`src/sv/se2_nearest_and_radius_search_assert.svh`:
```
// ----------------------------------------------------------------------------
// se2_nearest_and_radius_search_assert.svh
// Assertion macros used by the nearest and radius search RTL.
// ----------------------------------------------------------------------------
`ifndef SE2_NEAREST_AND_RADIUS_SEARCH_ASSERT_SVH
`define SE2_NEAREST_AND_RADIUS_SEARCH_ASSERT_SVH

// Check a condition at every clock edge outside reset.
`define SE2NRS_ASSERT_ALWAYS(label, clk, rstn, expr, msg) \
    label: assert property (@(posedge clk) disable iff (!(rstn)) (expr)) else $error(msg);

// Check that a condition implies another in the same cycle.
`define SE2NRS_ASSERT_IMPLY(label, clk, rstn, ante, cons, msg) \
    label: assert property (@(posedge clk) disable iff (!(rstn)) (ante) |-> (cons)) \
        else $error(msg);

`endif

```
`src/sv/se2nrs_ram.sv`:
```
// ----------------------------------------------------------------------------
// se2nrs_ram
// Generic single-clock RAM: one write port, one read port, registered read.
// ----------------------------------------------------------------------------
module se2nrs_ram #(
    parameter int WIDTH = 48,
    parameter int DEPTH = 32
) (
    input  logic                     clk,
    input  logic                     wr_en,
    input  logic [$clog2(DEPTH)-1:0] wr_addr,
    input  logic [WIDTH-1:0]         wr_data,
    input  logic                     rd_en,
    input  logic [$clog2(DEPTH)-1:0] rd_addr,
    output logic [WIDTH-1:0]         rd_data
);

    logic [WIDTH-1:0] mem [DEPTH];
    logic [WIDTH-1:0] rd_data_reg;

    // Write, and hold read data unless a read is enabled
    always_ff @(posedge clk) begin
        if (wr_en) begin
            mem[wr_addr] <= wr_data;
        end
        if (rd_en) begin
            rd_data_reg <= mem[rd_addr];
        end
    end

    assign rd_data = rd_data_reg;

endmodule

```
`config.mk`:
```
export PLATFORM = sky130hd
export DESIGN_NAME = se2nrs_ram
export DESIGN_NICKNAME = d
export VERILOG_FILES = /design/src/sv/se2_nearest_and_radius_search_assert.svh /design/src/sv/se2nrs_ram.sv
export SDC_FILE = /design/constraint.sdc
export NUM_CORES = 1
export LEC_CHECK = 0
export BUFFER_PORTS_ARGS = -buffer_cell sky130_fd_sc_hd__buf_4
export CELL_PAD_IN_SITES_DETAIL_PLACEMENT = 1
export CELL_PAD_IN_SITES_GLOBAL_PLACEMENT = 2
export CORE_MARGIN = 5
export CORE_UTILIZATION = 48
export DETAILED_ROUTE_END_ITERATION = 12
export PLACE_DENSITY_LB_ADDON = 0.1
export REMOVE_ABC_BUFFERS = 1
export SLEW_MARGIN = 20
export SYNTH_ARGS = -nofsm -noshare
export SYNTH_HDL_FRONTEND = slang
export SYNTH_SLANG_ARGS = --single-unit
```
`constraint.sdc`:
```
create_clock -name clk -period 3.8 [get_ports clk]
set_clock_uncertainty 0.1 [all_clocks]
set_input_delay 0 -clock clk [delete_from_list [all_inputs] [get_ports clk]]
set_output_delay 0 -clock clk [all_outputs]
set_load 0.05 [all_outputs]
```
==> reports/metrics.cfg, run 1 <==
[power_and_ir_drop]
pwr_density_cell_mw_per_mm2=526
p_leak_nw=24.4
ir_drop_mv=0.482

[worst_setup_path]
slowest_delay_ns=1.24
cp_max_fo=10
crit_family=buffers and inverters
worstPathCellList=dlygate4sd3_1, buf_4, nor2_4, dlygate4sd3_1, buf_4, a22o_1, nor3_1, a31oi_1, nand3_1
r2r_setup_slack_ns=1.86
slowest_stage=dlygate4sd3_1
critPathLaunchType=primary input
required_ns=4.18
worstSetupPathType=primary input to flip-flop
critPathArrivalTime_ns=3.66
crit_start=rd_addr[1]
rr_startpoint=mem[1][20]
end_kind=flip-flop
path_buf_inv=4

[place]
place_congestion=0.771
dpl-instance-area_mm2=0.0645
portBuffers=108
dp_hpwl_mm=92.1
dp_slack_ns=1.26

[clock_network]
post_cts.repair.setup_buffers=0
cts_tree=yes
clk_latency_ns=0.78
cts_made_buffers=163
clkTransAtPathRegs_ns=0.06
clk_path_buf_depth=3
htree_num_levels=4
cts_root_buf=clkbuf_16
cts_sinks=1584

[logic_synthesis]
yosys_warnings=0
synth_top_cell_area_share_pct=77.7
synthCells=3364
synth_area_leader_cell=edfxtp_1
syn_area_per_cell_um2=18.2
synthDistinctLibCells=25
syn_area_mm2=0.0612
synth.area.top_cells=edfxtp_1, mux2i_1, a22oi_1
seq_area_frac_synth_pct=77.7
ys_ff_latch=1584

[global_route]
gr-total-overflow=0
antenna_found_initial=5
grt_pass1_vias=34500
grt_max_degree=69
grt_pass1_wl_mm=246
track_usage_pct=25.2

[timing]
slew_viol_final=0
relSlewSlack_pct=27.5
fin_crit_ns=3.28
setup_viol=0
final.setup.tns_ns=0
setup_slack_ns=0.523
rsz0062_at_grt=no
final_hold_viol_count=0
hold_ws_ns=0.0784
max_freq_ghz=0.305
fin_crit_sh_pct=86.2
worst_pin_slew_ns=1.09

[cells_and_area]
n_fill_cell=11300
design_area_mm2=0.0701
syn2layout_area_growth_pct=14.6
nets=3701
drive_above_1_share_pct=13.3
largest_register_ffs=1536
final_core_util_pct=55.1

[drt]
wirelength_mm=172
dr.first_iter.drc_count=3070
wl_per_cell_um=31.6
ant_nets=0
drc=0
drt_pre_antenna_iters=5
via_count=32700
vias_per_cell=6.03

[flow_run]
maxCapViolCount=0

[floorplanning]
dieHeight_um=367
start_util_pct=48.1
ios=109
dieWidth_um=367
die-area_mm2=0.135
rows=131
core_mm2=0.127

[outcome]
status=finished, final reports clean

[worst_hold_path]
min_path_type=primary input to flip-flop
min_from=rd_addr[0]

power breakdown:
group | total (mW) | internal, mW | switching (mW) | leakage, nW
logic | 2.15 | 0.688 | 1.46 | 7.68
registers | 19.6 | 19.5 | 0.0826 | 14.3
clock network | 15.2 | 8.66 | 6.50 | 2.45
synth_stat cells:
master,n
edfxtp_1,1584
mux2i_1,768
nand2_1,146
nand3_1,146
a21oi_1,144
a22oi_1,144
a22o_1,96
clkbuf_1,59
a31oi_1,48
nor3_1,48
buf_2,42
buf_6,42
buf_4,38
nor2_1,34
buf_1,7
nand3b_1,5
or3b_2,3
buf_8,2
nand2b_1,2
and2_1,1
and2b_1,1
clkbuf_4,1
nor2b_1,1
or2_2,1
or3_1,1
layout make-up:
class / count / area (µm²) / area share, %
diodes: 3 / 7.51 / 0.0107
multi-input cells: 1589 / 12700 / 18.1
clock buffers: 204 / 4420 / 6.31
well taps: 1662 / 2080 / 2.96
clock inverters: 83 / 567 / 0.808
flip-flops and latches: 1584 / 47600 / 67.8
repair buffers: 302 / 2830 / 4.03
worst paths after layout:
path / to / cells after the start
worst max-delay path: rd_data[23] / 9
worst min-delay path: rd_data[36] / 5
worst max register to register: rd_data[20] / 5
worst min register to register: rd_data[12] / 4
kinds of logic after synthesis:
group           synth area share [%]
compound gates                  4.81
buf+inv                         2.05
mux                             12.6
simple gates                    2.87
flops                           77.7
metrics by stage:
step | power (mW) | std cells
global route | 38.1 | 5424
global placement | 22.0 | 5076
floorplan | 20.9 | 3173
detailed placement | 22.1 | 5076
CTS | 37.2 | 5424
finish | 36.9 | 5427
tightest hold or removal path: stages:
cell	delay [ns]
buf_8	0.18
mux2i_1	0.19
a22oi_1	0.14
nand3_1	0.16
nand3_1	0.11
metal layers:
layer / GRT usage [%] / up-vias / routed length, µm
met5: 0 / - / 13
met4: 6.56 / 2 / 3870
met3: 3.83 / 221 / 9940
met2: 41.7 / 1024 / 83500
met1: 35.4 / 17500 / 74400
li1: - / 14000 / -
cell usage in the layout (no fill, tap or decap), drive strengths merged, types with 2 or more instances in the layout:
cell         netlist  layout
a21oi            144     144
a22o              96      96
a22oi            144     144
a31oi             48      48
buf              131     241
bufinv             0       7
clkbuf            60     204
clkinv             0      72
clkinvlp           0       3
diode              0       3
dlygate4sd3        0      61
edfxtp          1584    1584
mux2i            768     768
nand2            146     146
nand2b             2       2
nand3            146     146
nand3b             5       5
nor2              34      34
nor3              48      48
or3b               3       3
repair_timing:
item | in CTS | in global routing
hold buffers | 61 | 0
hold endpoints to repair | 1627 | 0
resized for setup | 0 | 0
(Power assumes the default switching activity.)
==> inputs of run 2 (changes only) <==
--- a/config.mk
+++ b/config.mk
@@ -9,7 +9,7 @@
 export CELL_PAD_IN_SITES_DETAIL_PLACEMENT = 1
 export CELL_PAD_IN_SITES_GLOBAL_PLACEMENT = 2
 export CORE_MARGIN = 5
-export CORE_UTILIZATION = 48
+export CORE_UTILIZATION = 45
 export DETAILED_ROUTE_END_ITERATION = 12
 export PLACE_DENSITY_LB_ADDON = 0.1
 export REMOVE_ABC_BUFFERS = 1
==> reports/metrics.cfg, run 2 (synthesis results as in run 1) <==
[global_route]
grt_pass1_vias=33500
gr-total-overflow=0
track_usage_pct=22.9
antenna_found_initial=2
grt_max_degree=92
grt_pass1_wl_mm=235

[floorplanning]
ios=109
die-area_mm2=0.143
dieHeight_um=379
start_util_pct=45.2
rows=135
core_mm2=0.135
dieWidth_um=379

[power_and_ir_drop]
finalPower_mw=37.0
ir_drop_mv=0.469
pwr_density_cell_mw_per_mm2=526
p_leak_nw=24.4

[timing]
slew_viol_final=0
setup_viol=0
final.setup.tns_ns=0
worst_pin_slew_ns=1.05
rsz0062_at_grt=no
final_hold_viol_count=0
fin_crit_ns=2.77
fin_crit_sh_pct=72.8
hold_ws_ns=0.0817
setup_slack_ns=1.03
max_freq_ghz=0.361
relSlewSlack_pct=30.1

[clock_network]
cts_made_buffers=164
cts_resized=0
clkTransAtPathRegs_ns=0.06
post_cts.repair.setup_buffers=0
htree_num_levels=4
cts_root_buf=clkbuf_16
clk_path_buf_depth=3
cts_sinks=1584
cts_tree=yes
clk_latency_ns=0.78

[cells_and_area]
final_cell_mix=edfxtp_1, mux2i_1, buf_4
final_core_util_pct=51.9
drive_above_1_share_pct=12.6
largest_register_ffs=1536
syn2layout_area_growth_pct=14.7
nets=3686
design_area_mm2=0.0702
n_fill_cell=12200
fin_cells=5534
layout_commonest_cell=edfxtp_1
final-seq-area_mm2=0.0476
multi_input_area_mm2=0.0127

[worst_setup_path]
timing.rr.end=rd_data[39]
slowest_stage=dlygate4sd3_1
r2r_setup_slack_ns=1.83
worstSetupPathType=primary input to flip-flop
slowest_delay_ns=0.73
end_kind=flip-flop
required_ns=4.11
reg2regPathDepth=6
rr_startpoint=mem[5][39]
critPathLaunchType=primary input
worstPathCellList=dlygate4sd3_1, buf_4, or3b_2, dlygate4sd3_1, nor2_4, buf_4
cp_max_fo=20
critPathArrivalTime_ns=3.08

[drt]
drc=0
wl_per_cell_um=29.6
dr.first_iter.drc_count=2656
vias_per_cell=5.82
drt_pre_antenna_iters=8
ant_nets=0
via_count=32200
wirelength_mm=164

[place]
dp_hpwl_mm=84.7
place_congestion=0.735
dp_slack_ns=1.27
portBuffers=108
place_inst=5178
dpl-instance-area_mm2=0.0645

[flow_run]
maxCapViolCount=0

[worst_hold_path]
hold_end=mem[4][11]
min_path_type=primary input to flip-flop
min_from=wr_data[11]
hold_depth=2

[outcome]
status=finished, final reports clean

-- run 2: cell count changes in the layout (fill, tap and decap cells not counted), moves of 2 or more --
| cell | change |
|---|---|
| diode_2 | -2 |
| clkinv_2 | -10 |
| buf_4 | -15 |
| bufinv_16 | +3 |
| clkbuf_1 | +12 |
| buf_12 | -2 |
| clkinv_1 | +3 |
-- run 2: worst max-delay path by stage --
stage	cells after the start	end	startpoint
2_1_floorplan	5	rd_data[0]	rd_addr[1]
3_5_place_dp	8	rd_data[25]	rd_addr[0]
3_3_place_gp	8	rd_data[25]	rd_addr[0]
6_report	6	mem[16][9]	wr_addr[3]
4_1_cts	6	mem[16][33]	wr_addr[3]
5_1_grt	6	mem[16][33]	wr_addr[3]
-- run 2: layout make-up --
| class | count | area share (%) |
|---|---|---|
| Clock buffer | 216 | 6.36 |
| Clock inverter | 77 | 0.857 |
| Multi-Input combinational cell | 1589 | 18.0 |
| Antenna cell | 1 | 0.00356 |
| Timing Repair Buffer | 286 | 3.82 |
| Tap cell | 1781 | 3.17 |
| Sequential cell | 1584 | 67.7 |
-- run 2: where the power goes --
group,leakage (nW),total [mW],switching [mW],internal [mW]
clock,2.47,15.3,6.42,8.89
sequential,14.3,19.6,0.0883,19.5
combinational,7.58,2.07,1.40,0.672
total,24.4,37.0,7.90,29.1
-- run 2: per-layer routing --
metal	wire [µm]	track usage [%]	vias to the layer above
met5	12	0	-
met4	3010	5.32	2
met3	8580	4.02	206
met2	77800	36.9	826
met1	74500	32.7	17200
li1	-	-	14000
-- run 2: timing repair --
action | in CTS | in global routing
setup endpoints to repair | 0 | 0
hold buffers | 62 | 0
hold endpoints to repair | 1706 | 0
-- run 2: worst max-delay path: cells and delay by family --
| kind | cells | cell delay (ns) |
|---|---|---|
| buffers and inverters | 4 | 1.97 |
| and+or+nand+nor | 2 | 1.06 |
