--- src/sv/se2_nearest_and_radius_search_assert.svh ---
// ----------------------------------------------------------------------------
// se2_nearest_and_radius_search_assert.svh
// Assertion macros used by the nearest and radius search RTL.
// ----------------------------------------------------------------------------
`ifndef SE2_NEAREST_AND_RADIUS_SEARCH_ASSERT_SVH
`define SE2_NEAREST_AND_RADIUS_SEARCH_ASSERT_SVH

// Check a condition at every clock edge outside reset.
`define SE2NRS_ASSERT_ALWAYS(label, clk, rstn, expr, msg) \
    label: assert property (@(posedge clk) disable iff (!(rstn)) (expr)) else $error(msg);

// Check that a condition implies another in the same cycle.
`define SE2NRS_ASSERT_IMPLY(label, clk, rstn, ante, cons, msg) \
    label: assert property (@(posedge clk) disable iff (!(rstn)) (ante) |-> (cons)) \
        else $error(msg);

`endif

--- src/sv/se2nrs_pkg.sv ---
// ----------------------------------------------------------------------------
// se2nrs_pkg
// Types, codes and constants of the SE(2) nearest and radius search block.
// ----------------------------------------------------------------------------
package se2nrs_pkg;

    // Store size and field widths
    localparam int DEFAULT_MAX_NODES = 32;
    localparam int IDX_W             = 6;
    localparam int DIST_W            = 35;
    localparam int CFG_IDX_W         = 8;
    localparam int CFG_DATA_W        = 24;

    // Register reset values
    localparam logic [15:0] RADIUS_RST  = 16'd256;
    localparam logic [23:0] ANGLE_W_RST = 24'd1011;

    // Register indexes
    localparam logic [CFG_IDX_W-1:0] REG_RADIUS  = 8'd0;
    localparam logic [CFG_IDX_W-1:0] REG_ANGLE_W = 8'd1;

    // Request commands
    localparam logic [1:0] CMD_INSERT = 2'd0;
    localparam logic [1:0] CMD_QUERY  = 2'd1;
    localparam logic [1:0] CMD_CLEAR  = 2'd2;

    // Result kinds
    localparam logic [1:0] KIND_ACK      = 2'd0;
    localparam logic [1:0] KIND_NEIGHBOR = 2'd1;
    localparam logic [1:0] KIND_SUMMARY  = 2'd2;

    // Result status
    localparam logic [1:0] STAT_OK    = 2'd0;
    localparam logic [1:0] STAT_FULL  = 2'd1;
    localparam logic [1:0] STAT_EMPTY = 2'd2;

    typedef struct packed {
        logic [1:0]         cmd;
        logic signed [15:0] pos_x;
        logic signed [15:0] pos_y;
        logic [15:0]        heading;
    } in_item_t;

    typedef struct packed {
        logic [1:0]        kind;
        logic [IDX_W-1:0]  node_index;
        logic [DIST_W-1:0] dist_sq;
        logic [1:0]        status;
        logic              last;
    } out_item_t;

    // One stored pose, 48 bits
    typedef struct packed {
        logic signed [15:0] x;
        logic signed [15:0] y;
        logic [15:0]        h;
    } node_t;

    // Token that follows a node through the distance pipeline
    typedef struct packed {
        logic             vld;
        logic             lst;
        logic [IDX_W-1:0] idx;
    } tag_t;

endpackage

--- src/sv/se2nrs_dist.sv ---
// ----------------------------------------------------------------------------
// se2nrs_dist
// Four-stage weighted squared distance pipeline between a node and a query.
// ----------------------------------------------------------------------------
module se2nrs_dist (
    input  logic                         aclk,
    input  logic                         aresetn,
    input  logic                         en,
    input  se2nrs_pkg::node_t            node_i,
    input  se2nrs_pkg::tag_t             tag_i,
    input  se2nrs_pkg::node_t            query_i,
    input  logic [23:0]                  weight_i,
    output logic [se2nrs_pkg::DIST_W-1:0] dist_o,
    output se2nrs_pkg::tag_t             tag_o
);

    // Stage A: absolute differences and wrapped heading magnitude
    se2nrs_pkg::tag_t tag_a_reg;
    logic [15:0]      adx_reg, ady_reg, mh_reg;
    logic signed [16:0] dx, dy;
    logic [15:0]      dh;

    // Stage B: squares
    se2nrs_pkg::tag_t tag_b_reg;
    logic [31:0]      dx2_reg, dy2_reg;
    logic [30:0]      mh2_reg;
    logic [31:0]      mh2_full;

    // Stage C: weighted angle term and planar sum
    se2nrs_pkg::tag_t tag_c_reg;
    logic [32:0]      sxy_reg;
    logic [30:0]      ang_reg;
    logic [54:0]      ang_prod;

    // Stage D: total
    se2nrs_pkg::tag_t               tag_d_reg;
    logic [se2nrs_pkg::DIST_W-1:0] dist_reg;

    always_comb begin
        dx = {node_i.x[15], node_i.x} - {query_i.x[15], query_i.x};
        dy = {node_i.y[15], node_i.y} - {query_i.y[15], query_i.y};
        dh = node_i.h - query_i.h;
        mh2_full = 32'(mh_reg) * 32'(mh_reg);
        ang_prod = 55'(mh2_reg) * 55'(weight_i);
    end

    // Advance tokens; control bits only need reset
    always_ff @(posedge aclk) begin
        if (!aresetn) begin
            tag_a_reg <= '0;
            tag_b_reg <= '0;
            tag_c_reg <= '0;
            tag_d_reg <= '0;
        end else if (en) begin
            tag_a_reg <= tag_i;
            tag_b_reg <= tag_a_reg;
            tag_c_reg <= tag_b_reg;
            tag_d_reg <= tag_c_reg;
        end
    end

    // Advance payload; the sum stays below 2^35 so no clamp is needed
    always_ff @(posedge aclk) begin
        if (en) begin
            adx_reg  <= dx[16] ? 16'(-dx) : dx[15:0];
            ady_reg  <= dy[16] ? 16'(-dy) : dy[15:0];
            mh_reg   <= dh[15] ? 16'(-dh) : dh;
            dx2_reg  <= 32'(adx_reg) * 32'(adx_reg);
            dy2_reg  <= 32'(ady_reg) * 32'(ady_reg);
            mh2_reg  <= mh2_full[30:0];
            sxy_reg  <= 33'(dx2_reg) + 33'(dy2_reg);
            ang_reg  <= ang_prod[54:24];
            dist_reg <= se2nrs_pkg::DIST_W'(sxy_reg) + se2nrs_pkg::DIST_W'(ang_reg);
        end
    end

    assign dist_o = dist_reg;
    assign tag_o  = tag_d_reg;

endmodule

--- config.mk ---
export PLATFORM = sky130hd
export DESIGN_NAME = se2nrs_dist
export DESIGN_NICKNAME = d
export VERILOG_FILES = /design/src/sv/se2_nearest_and_radius_search_assert.svh /design/src/sv/se2nrs_pkg.sv /design/src/sv/se2nrs_dist.sv
export SDC_FILE = /design/constraint.sdc
export NUM_CORES = 2
export LEC_CHECK = 0
export ABC_AREA = 1
export BUFFER_PORTS_ARGS = -buffer_cell sky130_fd_sc_hd__buf_2
export CAP_MARGIN = 20
export CORE_ASPECT_RATIO = 0.5
export CORE_MARGIN = 4
export CORE_UTILIZATION = 50
export CTS_CLUSTER_DIAMETER = 200
export CTS_CLUSTER_SIZE = 14
export DETAILED_ROUTE_END_ITERATION = 12
export PLACE_DENSITY = 0.71
export SETUP_SLACK_MARGIN = 0.1
export SYNTH_ARGS = -nofsm -noshare
export SYNTH_HDL_FRONTEND = slang
export SYNTH_SLANG_ARGS = --single-unit
--- constraint.sdc ---
create_clock -name aclk -period 6.14 [get_ports aclk]
set_input_delay 0.307 -clock aclk [delete_from_list [all_inputs] [get_ports aclk]]
set_output_delay 0.307 -clock aclk [all_outputs]
set_load 0.005 [all_outputs]
==> results.py <==
metrics = {
    "status": {
        "status": "finished with violations",
        "violations": "negative setup slack",
    },
    "floorplan": {
        "initial_core_util_pct": 50.9,
        "dieArea_mm2": 0.130,
        "die_h_um": 257,
        "ioPinCount": 174,
        "die_w_um": 506,
        "rows": 90,
        "core_mm2": 0.122,
    },
    "clock_network": {
        "cts_buffers": 23,
        "worstSkewPairLatency_ps": 610,
        "clockBufferDepth": 3,
        "cts.sinks": 270,
        "htreeDepth": 1,
        "cts_tree": "built",
        "clkTransAtPathRegs_ps": 100,
        "cts_root_buf": "clkbuf_16",
    },
    "sta": {
        "maxSlewViolCount": 0,
        "fmaxAchievable_ghz": 0.154,
        "worst_slack_ps": -340,
        "relSlewSlack_pct": 33.1,
        "worst_hold_slack_ps": 130,
        "tightest_slew_ps": 1000,
        "post-route-min-period_ps": 6480,
        "fin_skew_ps": 74.4,
        "hold_viol": 0,
        "final.setup.tns_ps": -4770,
        "min_period_over_period_pct": 106,
        "setup_viol_count_final": 31,
        "rsz0062_at_grt": "true",
    },
    "worst_setup_path": {
        "regToRegSetupSlack_ps": -340,
        "worst_ep_arrival_time_ps": 6950,
        "required_ps": 6610,
        "r2r-start": "mh2_reg[7]",
        "cp-startpoint": "mh2_reg[7]",
        "crit_path_end": "ang_reg[22]",
        "path_class": "register to register",
        "critPathCaptureType": "register",
        "cp-start-kind": "register",
        "r2r-end": "ang_reg[22]",
        "cp_max_fo": 5,
        "reg2reg_depth": 27,
    },
    "finish": {
        "multiInputGateArea_mm2": 0.0466,
        "finalNonFillerCells": 9785,
        "drive_gt1_share_pct": 12.9,
        "diodes": 0,
        "area_delta_synth_final_pct": 14.0,
        "nFillCells": 10700,
        "largest_register_ffs": 34,
        "seq_area_mm2": 0.00779,
        "nets": 9955,
    },
    "synthesis": {
        "synth_cell_types": 53,
        "synthFlopType": "edfxtp_1",
        "synthCells": 7717,
        "synth.avg_cell_area_um2": 8.03,
        "yosysSeqAreaShare_pct": 12.6,
        "synthArstFlopShare_pct": 0,
        "syn-cell-area_mm2": 0.0619,
        "synth_warnings": 0,
        "synth_edf_count": 238,
        "synth_seq_cells": 270,
    },
    "run": {
        "cap_violations": 0,
    },
    "hold_path": {
        "hp-class": "input pin to register",
    },
    "detailed_routing": {
        "routedWlPerCell_um": 15.1,
        "wl_um": 147000,
        "first_pass_iters": 6,
        "dr_total_vias": 48700,
        "drt_iter0_markers": 3391,
        "antenna_left": 0,
        "drc_errors": 0,
        "avgViaCountPerCell": 4.97,
    },
    "placed_design": {
        "dp_hpwl_um": 122000,
        "numPortBuffers": 172,
        "place_ws_ps": -489,
        "place_congestion": 0.966,
        "dp.cells": 9645,
    },
    "global_route": {
        "grt_max_degree": 153,
        "antenna_found_initial": 5,
        "grt_pass1_wl_um": 241000,
        "grt.total_usage_pct": 22.2,
        "grt_pass1_vias": 49100,
        "gr-total-overflow": 0,
    },
}
-- kinds of logic (layout without fill, tap and decap cells) --
group	count (synthesis)	in the layout	synth area share [%]
compound gates	567	567	5.20
xor+xnor	235	235	3.37
fa+ha+maj	1712	1712	48.1
buf+inv	2506	2910	15.2
flops	270	270	12.6
other cells	2	10	0.0121
simple gates	2425	2425	15.5
-- placed cells by master, fill, tap and decap left out, types with 52 or more instances in the layout --
cell type / instances
a21oi_1: 200
buf_12: 52
buf_2: 171
buf_4: 315
edfxtp_1: 238
fa_1: 1085
ha_1: 560
inv_1: 2199
inv_2: 71
nand2_1: 1694
nand2_2: 65
nand3_1: 121
nor2_1: 341
o21ai_0: 115
xnor2_1: 64
xor2_1: 162
-- synthesized netlist by cell type (3+ instances only) --
master    instances  area (um2)
a21boi_0          8        60.1
o21bai_1         20         150
edfxtp_1        238        7150
nor2_1          387        1450
inv_1          2271        8520
and2_1            3        18.8
or2_2             9        56.3
nand3_1         136         681
xor2_1          164        1440
buf_4             3        22.5
fa_1           1118       22400
a21oi_2           4        35.0
xnor2_1          67         587
o21ai_2           3        26.3
nand3b_1          7        52.6
clkbuf_1        229         860
nand4_1          38         238
nor3_1           37         185
o211ai_1          8        60.1
nand2_1        1767        6630
dfxtp_1          32         641
a221oi_1          8        70.1
xor2_2            4        65.1
ha_1            594        7430
a21o_1           36         270
nor4_1            7        43.8
a21oi_1         256        1280
nand3_2           4        40.0
o21ai_0         156         781
a31oi_1          23         144
nor2_2            6        37.5
a211oi_1          6        45.0
nand2_2          19         119
o21a_1           14         105
o21ai_1          11        55.1
-- worst min path at each step --
stage,startpoint,end,depth (start not counted)
CTS,query_i[0],mh_reg[0],3
detailed placement,tag_c_reg[3],tag_o[3],2
floorplan,en,adx_reg[0],0
global route,en,mh_reg[1],1
global placement,tag_c_reg[4],tag_o[4],2
finish,en,mh_reg[1],1
-- worst max-delay path: stages, from the launching register on --
cell and delay (ps):
edfxtp_1 380, buf_12 130, buf_8 120, nand2_2 70, fa_1 560, inv_1 60
fa_1 500, inv_1 60, fa_1 550, inv_2 50, fa_2 560, fa_2 430
fa_1 490, inv_1 60, fa_1 560, inv_2 70, ha_4 320, nand2_4 60
buf_6 120, nor2_4 120, inv_2 70, nor3_2 140, inv_2 100, nor3_4 230
buf_4 150, nand3_2 60, nand3_2 110, xor2_1 190
-- metrics by stage --
stage                     instance area, um2  util, %
after floorplan                        62000        -
after global placement                 67000     55.0
after detailed placement               67000     55.0
after CTS                              68600     56.4
after global routing                   70600     58.0
final                                  70600     58.0
-- routing by layer --
metal  share of wire [%]  track usage (%)
met2                  47             36.7
met1                  44             31.6
met5               0.027                0
met4                 2.4             4.48
met3                 6.4             2.94
-- layout make-up --
type | count | share of cell area (%)
Multi-Input combinational cell | 4949 | 66.0
Inverter | 2272 | 12.1
Tap cell | 1656 | 2.93
Clock buffer | 40 | 0.905
Sequential cell | 270 | 11.0
Timing Repair Buffer | 596 | 7.07
Clock inverter | 2 | 0.0283
-- what timing repair did --
action,CTS,global route
gates cloned,1,4
setup buffers,13,74
endpoints found under the setup margin,31,55
pin swaps,36,148
hold buffers,8,0
resized for setup,197,368
hold endpoints to repair,8,0
Power is not shown: default switching activity piles up to over one toggle a cycle in this logic, so the estimate is an artifact.
